$ cat src/rtl/core/vna_pkg.sv
// Package for the vertex normal accumulator: item types, commands, FSM states.
// Used by every module under rtl/core; depends on nothing.
package vna_pkg;

	localparam int VERTEX_COUNT_DEF = 1024;
	localparam int IDX_W = 10;
	localparam int POS_W = 16;
	localparam int ACC_W = 48;
	localparam int NRM_W = 16;
	localparam int ONE_Q14 = 16384;

	typedef enum logic [1:0] {
		CMD_WRITE = 2'd0,
		CMD_TRI   = 2'd1,
		CMD_READ  = 2'd2,
		CMD_NOP   = 2'd3
	} cmd_t;

	typedef struct packed {
		logic [1:0]              command;
		logic [IDX_W-1:0]        index_a;
		logic [IDX_W-1:0]        index_b;
		logic [IDX_W-1:0]        index_c;
		logic signed [POS_W-1:0] pos_x;
		logic signed [POS_W-1:0] pos_y;
		logic signed [POS_W-1:0] pos_z;
	} in_item_t;

	typedef struct packed {
		logic signed [NRM_W-1:0] normal_x;
		logic signed [NRM_W-1:0] normal_y;
		logic signed [NRM_W-1:0] normal_z;
		logic                    defaulted;
	} out_item_t;

	typedef enum logic [4:0] {
		ST_IDLE,
		ST_CLEAR,
		ST_WRITE,
		ST_TRI_RD_A,
		ST_TRI_RD_B,
		ST_TRI_RD_C,
		ST_TRI_EDGE,
		ST_TRI_MUL,
		ST_TRI_SUM,
		ST_TRI_ACC_RD,
		ST_TRI_ACC_WR,
		ST_RD_ACC,
		ST_RD_MAG,
		ST_RD_SHIFT,
		ST_RD_SQ,
		ST_RD_SUM,
		ST_RD_SQRT,
		ST_RD_DIV,
		ST_RD_DONE,
		ST_OUT
	} state_t;

	// Commands from controller to datapath.
	typedef struct packed {
		logic       load_item;
		logic       clr_step;
		logic       pos_wr;
		logic       acc_clr_wr;
		logic [1:0] corner;
		logic       pos_rd;
		logic       edge_calc;
		logic       mul_calc;
		logic       sum_calc;
		logic       acc_rd;
		logic       acc_wr;
		logic       mag_calc;
		logic       shift_step;
		logic       sq_calc;
		logic       sqsum_calc;
		logic       sqrt_step;
		logic       div_start;
		logic       div_step;
		logic       finish_read;
		logic       result_zero;
	} ctl_t;

	// Status from datapath to controller.
	typedef struct packed {
		logic clr_done;
		logic idx_ok_a;
		logic tri_ok;
		logic acc_zero;
		logic shift_done;
		logic sqrt_done;
		logic div_done;
	} sts_t;

endpackage

$ cat src/rtl/core/vna_ctrl.sv
// Controller state machine for the vertex normal accumulator.
// Depends on vna_pkg; drives datapath commands from datapath status.
module vna_ctrl
	import vna_pkg::*;
(
	input  logic clk,
	input  logic arst_n,
	input  logic in_valid,
	output logic in_stall,
	input  logic [1:0] in_cmd,
	output logic out_valid,
	input  logic out_stall,
	input  sts_t sts,
	output ctl_t ctl
);

	state_t state_q, state_d;
	logic [1:0] corner_q, corner_d;
	logic [1:0] cmd_q;

	// Command held for the item in flight.
	always_ff @(posedge clk or negedge arst_n) begin
		if (!arst_n) begin
			cmd_q <= CMD_NOP;
		end else if (state_q == ST_IDLE && in_valid) begin
			cmd_q <= in_cmd;
		end
	end

	// State and corner counter registers.
	always_ff @(posedge clk or negedge arst_n) begin
		if (!arst_n) begin
			state_q  <= ST_CLEAR;
			corner_q <= '0;
		end else begin
			state_q  <= state_d;
			corner_q <= corner_d;
		end
	end

	// Next state.
	always_comb begin
		state_d  = state_q;
		corner_d = corner_q;
		case (state_q)
			ST_CLEAR: if (sts.clr_done) state_d = ST_IDLE;
			ST_IDLE: begin
				if (in_valid) begin
					case (in_cmd)
						CMD_WRITE: state_d = ST_WRITE;
						CMD_TRI:   state_d = ST_TRI_RD_A;
						CMD_READ:  state_d = ST_RD_ACC;
						default:   state_d = ST_OUT;
					endcase
				end
			end
			ST_WRITE:    state_d = ST_OUT;
			ST_TRI_RD_A: state_d = sts.tri_ok ? ST_TRI_RD_B : ST_OUT;
			ST_TRI_RD_B: state_d = ST_TRI_RD_C;
			ST_TRI_RD_C: state_d = ST_TRI_EDGE;
			ST_TRI_EDGE: state_d = ST_TRI_MUL;
			ST_TRI_MUL:  state_d = ST_TRI_SUM;
			ST_TRI_SUM: begin
				state_d  = ST_TRI_ACC_RD;
				corner_d = '0;
			end
			ST_TRI_ACC_RD: state_d = ST_TRI_ACC_WR;
			ST_TRI_ACC_WR: begin
				if (corner_q == 2'd2) begin
					state_d = ST_OUT;
				end else begin
					corner_d = corner_q + 2'd1;
					state_d  = ST_TRI_ACC_RD;
				end
			end
			ST_RD_ACC: state_d = sts.idx_ok_a ? ST_RD_MAG : ST_OUT;
			ST_RD_MAG: state_d = sts.acc_zero ? ST_RD_DONE : ST_RD_SHIFT;
			ST_RD_SHIFT: if (sts.shift_done) state_d = ST_RD_SQ;
			ST_RD_SQ:    state_d = ST_RD_SUM;
			ST_RD_SUM:   state_d = ST_RD_SQRT;
			ST_RD_SQRT:  if (sts.sqrt_done) state_d = ST_RD_DIV;
			ST_RD_DIV:   if (sts.div_done) state_d = ST_RD_DONE;
			ST_RD_DONE:  state_d = ST_OUT;
			ST_OUT:      if (!out_stall) state_d = ST_IDLE;
			default:     state_d = ST_IDLE;
		endcase
	end

	// Outputs.
	always_comb begin
		ctl = '0;
		ctl.corner = corner_q;
		in_stall  = (state_q != ST_IDLE);
		out_valid = (state_q == ST_OUT);
		case (state_q)
			ST_IDLE: begin
				ctl.load_item  = in_valid;
				ctl.result_zero = in_valid;
			end
			ST_CLEAR: ctl.clr_step = 1'b1;
			ST_WRITE: begin
				ctl.pos_wr     = 1'b1;
				ctl.acc_clr_wr = 1'b1;
			end
			ST_TRI_RD_A: begin
				ctl.pos_rd = 1'b1;
				ctl.corner = 2'd0;
			end
			ST_TRI_RD_B: begin
				ctl.pos_rd = 1'b1;
				ctl.corner = 2'd1;
			end
			ST_TRI_RD_C: begin
				ctl.pos_rd = 1'b1;
				ctl.corner = 2'd2;
			end
			ST_TRI_EDGE:   ctl.edge_calc = 1'b1;
			ST_TRI_MUL:    ctl.mul_calc = 1'b1;
			ST_TRI_SUM:    ctl.sum_calc = 1'b1;
			ST_TRI_ACC_RD: ctl.acc_rd = 1'b1;
			ST_TRI_ACC_WR: ctl.acc_wr = 1'b1;
			ST_RD_ACC: begin
				ctl.acc_rd = 1'b1;
				ctl.corner = 2'd0;
			end
			ST_RD_MAG:   ctl.mag_calc = 1'b1;
			ST_RD_SHIFT: ctl.shift_step = 1'b1;
			ST_RD_SQ:    ctl.sq_calc = 1'b1;
			ST_RD_SUM:   ctl.sqsum_calc = 1'b1;
			ST_RD_SQRT: begin
				ctl.sqrt_step = 1'b1;
				ctl.div_start = sts.sqrt_done;
			end
			ST_RD_DIV:  ctl.div_step = 1'b1;
			ST_RD_DONE: ctl.finish_read = (cmd_q == CMD_READ);
			default: ;
		endcase
	end

endmodule

$ cat config.mk
export PLATFORM = sky130hd
export DESIGN_NAME = vna_ctrl
export DESIGN_NICKNAME = d
export VERILOG_FILES = /design/src/rtl/core/vna_pkg.sv /design/src/rtl/core/vna_ctrl.sv
export SDC_FILE = /design/constraint.sdc
export NUM_CORES = 1
export LEC_CHECK = 0
export BUFFER_PORTS_ARGS = -buffer_cell sky130_fd_sc_hd__buf_4
export CORE_MARGIN = 2
export CORE_UTILIZATION = 40
export CTS_CLUSTER_DIAMETER = 40
export DETAILED_ROUTE_END_ITERATION = 6
export MAX_ROUTING_LAYER = met4
export PLACE_DENSITY = 0.66
export REMOVE_ABC_BUFFERS = 1
export SYNTH_ARGS = -nofsm -noshare
export SYNTH_HDL_FRONTEND = slang
export SYNTH_SLANG_ARGS = --single-unit
$ cat constraint.sdc
create_clock -name clk -period 2 [get_ports clk]
set_clock_uncertainty 0.15 [all_clocks]
set_input_delay 0.1 -clock clk [delete_from_list [all_inputs] [get_ports clk]]
set_output_delay 0.1 -clock clk [all_outputs]
set_load 0.01 [all_outputs]
# Word-level counts from Yosys, hierarchy flattened
# Cells that the tools add are included.
# W data, S select, Z words.
[word_totals]
regBits = 9
inputBits = 13
elab_cells = 76
[op_classes]
n_reduce_logical = 11
n_eq_ne = 30
addsub = 1
muxes = 31
[op_table]
columns = ["op", "count"]
rows = [
  ["$pmux W5 S19", 1],
  ["$mux W5", 10],
  ["$eq A5 B4 Y1 const B", 8],
  ["$eq A5 B3 Y1 const B", 4],
  ["$eq A5 B5 Y1 const B", 4],
  ["$pmux W5 S3", 1],
  ["$mux W1", 14],
  ["$ne A2 B2 Y1 const B", 7],
  ["$eq A5 B2 Y1 const B", 2],
  ["$eq A2 B2 Y1 const B", 3],
  ["$mux W2", 3],
  ["$pmux W2 S3", 1],
  ["$reduce_and A6 Y1", 1],
  ["$reduce_or A2 Y1", 3],
  ["$eq A5 B1 Y1 const B", 1],
  ["$logic_not A5 Y1", 1],
  ["$reduce_bool A5 Y1", 1],
  ["$pmux W2 S2", 1],
  ["$reduce_or A3 Y1", 1],
  ["$add A2 B1 Y2 const B", 1],
  ["$eq A2 B1 Y1 const B", 1],
  ["$logic_not A2 Y1", 1],
  ["$reduce_and A2 Y1", 1],
  ["$reduce_bool A2 Y1", 1],
  ["$logic_and A1 B1 Y1", 1],
]

# Longest topological paths before layout
[depth]
depth_word = 4
depth_mapped = 6

# Worst setup path after synthesis
# No wires, ideal clock.
[synth_path]
path_kind = "reg2out"
startpoint = "register state_q[3]"
endpoint = "output port ctl[18] in the netlist's numbering"
path_stages_with_launch = 6
required_ns = 1.750
slack_ns = 0.205
n_path_buf = 4
arrival_ns = 1.545
cell_sequence = "dfrtp_1 > buf_4 > buf_2 > buf_2 > nor4_1 > buf_4"
[synth_lines]
columns = ["item", "line", "text"]
rows = [
  ["from (decl)", "vna_ctrl.sv:17", "state_t state_q, state_d;"],
  ["from (signal assigned)", "vna_ctrl.sv:36", "state_q <= state_d;"],
  ["to (decl)", "vna_ctrl.sv:14", "output ctl_t ctl"],
]

==> flow_summary.toml <==
[power_and_ir_drop]
cellInternalPower_mw = 1.122
p_leak_nw = 0.7381
power_frac_clock_pct = 7.2
p_switching_mw = 0.9794
combPwrFrac_pct = 71.7
sw_frac_of_total_pct = 46.60
seqPwrFrac_pct = 21.0
irDropWorstVdd_mv = 0.9805
power_density_nw_per_um2 = 1399

[timing]
setup_viol = 0
hold_viol_final = 0
tightest_slew_ps = 347.6
fmax_ghz = 0.5184
post-route-period-util_pct = 96.46
min_period_ps = 1929
grt_setup_unrepaired = "false"
tns_ps = 0
slew-limit-headroom_pct = 76.75
drv_slew = 0

[yosys]
synth_area_leader_cell = "dfrtp_1"
synth.most_common_cell = "nor2_1"
synth_edf_count = 0
ys_ff_latch = 9
synth_cells = 132
synth_area_um2 = 1033
ys_async_sr_fraction_pct = 100.0
synth.avg_cell_area_um2 = 7.829
netlist.area_leader.share_pct = 14.53
ys_seq_area_share_pct = 22.15
synthTopCellsByArea = "dfrtp_1 15%, dfstp_2 7.6%, nor2_1 4.7%"
synth_flop_cell = "dfrtp_1"
yosysWarnings = 0
synth.cells.most_frequent = "13 x nor2_1, 11 x nand2_1, 9 x inv_1, 9 x nor3_1"
synthDistinctLibCells = 52

[clocking]
clockRootBuffer = "clkbuf_4"
path_clk_slew_ps = 70
cts_tree = "built"
clk_latency_ps = 280
clockBufferDepth = 2
clock-sinks = 9
h-tree-depth = 1
numCtsBuffers = 3

[grt]
antenna_found_initial = 0
grt_max_degree = 20
gr-total-overflow = 0
gr-usage-all-layers_pct = 22.49
grt_pass1_wl_um = 4719
grt_pass1_vias = 1068

[min_path]
hold_class = "in -> async"

[drt]
num_vias = 1190
totalWireLength_um = 3247
ant_nets = 0
drt_iter0_drc = 25
drt_pre_antenna_iters = 4
wl_per_cell_um = 15.32
viasPerCell = 5.613
drc = 0

[worst_setup_path]
crit_start = "state_q[2]$_DFFE_PN0P_"
worstReg2RegStart = "state_q[0]$_DFFE_PN1P_"
reg2reg_depth = 6
cp_slowest_stage_delay_ps = 400
cp_slowest_cell = "dfrtp_1"
cp.arrival_ps = 1680
r2r-end = "state_q[4]$_DFFE_PN0P_"
rrSetupSlack_ps = 90
crit_path_end_kind = "output port"
critPathMaxFanout = 19
crit_type = "reg -> out"
cp-start-kind = "flop"
path_cells = "buf_12 > nor4_4 > and2_4 > nand2_2 > inv_1 > buf_4"
cp_data_required_time_ps = 1750

[finish]
layout.nets = 197
antenna_cells = 0
finalInstanceArea_um2 = 1503
drive_gt1_share_pct = 41.76
area_growth_pct = 45.40

[floorplan]
die_h_um = 54.83
die_area_um2 = 3006
core_um2 = 2455
ios = 36
start_util_pct = 42.10
die_width_um = 54.83
fp-row-count = 18

[job]
maxCapViolCount = 0

[placement]
numPortBuffers = 35
place.gp.congestion = 0.9118
dpl.hpwl_um = 2320
place_area_um2 = 1359

[outcome]
status = "finished, final reports clean"
==> layout by cell type, fill, tap and decap left out, types with 3 or more instances in the layout <==
cell type,instances
inv_1,9
a21o_1,3
a21oi_1,6
dlygate4sd3_1,4
o21ai_0,5
dfrtp_2,3
mux2i_1,3
nand3_2,3
buf_4,52
nor2b_1,5
dfrtp_1,3
clkbuf_4,3
nor2_1,12
dfstp_2,3
nand2_1,11
nand3b_1,3
nor3_1,9
==> critical path: cells and delay by family (launching register included) <==
family | cells | cell delay, ps
buffers and inverters | 3 | 370
flip-flops | 1 | 400
AND/OR/NAND/NOR | 3 | 630
==> how the worst max path moves through the flow <==
stage	to
floorplan	state_q[4]$_DFFE_PN0P_
global placement	state_q[4]$_DFFE_PN0P_
detailed placement	state_q[4]$_DFFE_PN0P_
CTS	ctl[16]
global route	ctl[20]
finish	ctl[0]
==> per-layer routing <==
metal / track usage [%] / wire length [um]
met1: 27.39 / 1364
met2: 37.50 / 1647
met4: 2.917 / 56
met5: - / 0
met3: 6.557 / 179
==> flip-flops by register name, indices dropped and copies added, names as in the netlist <==
| signal | flops |
|---|---|
| state_q | 5 |
| cmd_q | 2 |
| corner_q | 2 |
==> power groups by stage <==
stage          logic, mW  clock network [mW]  registers, mW
5_1_grt             1.64               0.166          0.454
3_3_place_gp        1.32                   0          0.448
6_report            1.51               0.152          0.442
3_5_place_dp        1.32                   0          0.451
4_1_cts             1.36               0.149          0.461
2_1_floorplan      0.752                   0          0.470
==> what timing repair did <==
action,CTS,global route
hold endpoints to repair,12,0
resized for setup,4,4
buffers inserted,0,7
hold buffers,4,0
setup endpoints to repair,4,14
==> cell families (layout without fill, tap and decap cells) <==
| group | Yosys count | in the layout | share of synthesized area [%] |
|---|---|---|---|
| XOR/XNOR | 1 | 1 | 0.8476 |
| buffers and inverters | 21 | 71 | 10.77 |
| AND/OR/NAND/NOR | 61 | 61 | 35.11 |
| flip-flops | 9 | 9 | 22.16 |
| adder cells (fa/ha/maj) | 1 | 1 | 1.210 |
| multiplexers | 5 | 5 | 5.811 |
| AO/OA/AOI/OAI | 34 | 34 | 24.09 |
==> through the flow <==
| step | worst slack (ps) | util (%) | power, mW | hold WS [ps] | instances |
|---|---|---|---|---|---|
| 2_1_floorplan | 24.39 | - | 1.222 | -345.6 | 120 |
| 3_3_place_gp | 49.77 | 55.35 | 1.764 | -222.0 | 197 |
| 3_5_place_dp | 42.12 | 55.35 | 1.775 | -220.3 | 197 |
| 4_1_cts | 17.24 | 58.56 | 1.969 | 34.56 | 205 |
| 5_1_grt | 13.23 | 61.21 | 2.261 | 41.44 | 212 |
| 6_report | 70.85 | 61.21 | 2.102 | 24.48 | 212 |
==> cell type report <==
class	count	area [um^2]
multi-input cells	102	716.9
repair buffers	58	455.4
fillers	223	952.2
flip-flops and latches	9	232.7
clock buffers	4	26.28
inverters	9	33.78
well taps	30	37.54
(Power assumes the default switching activity.)
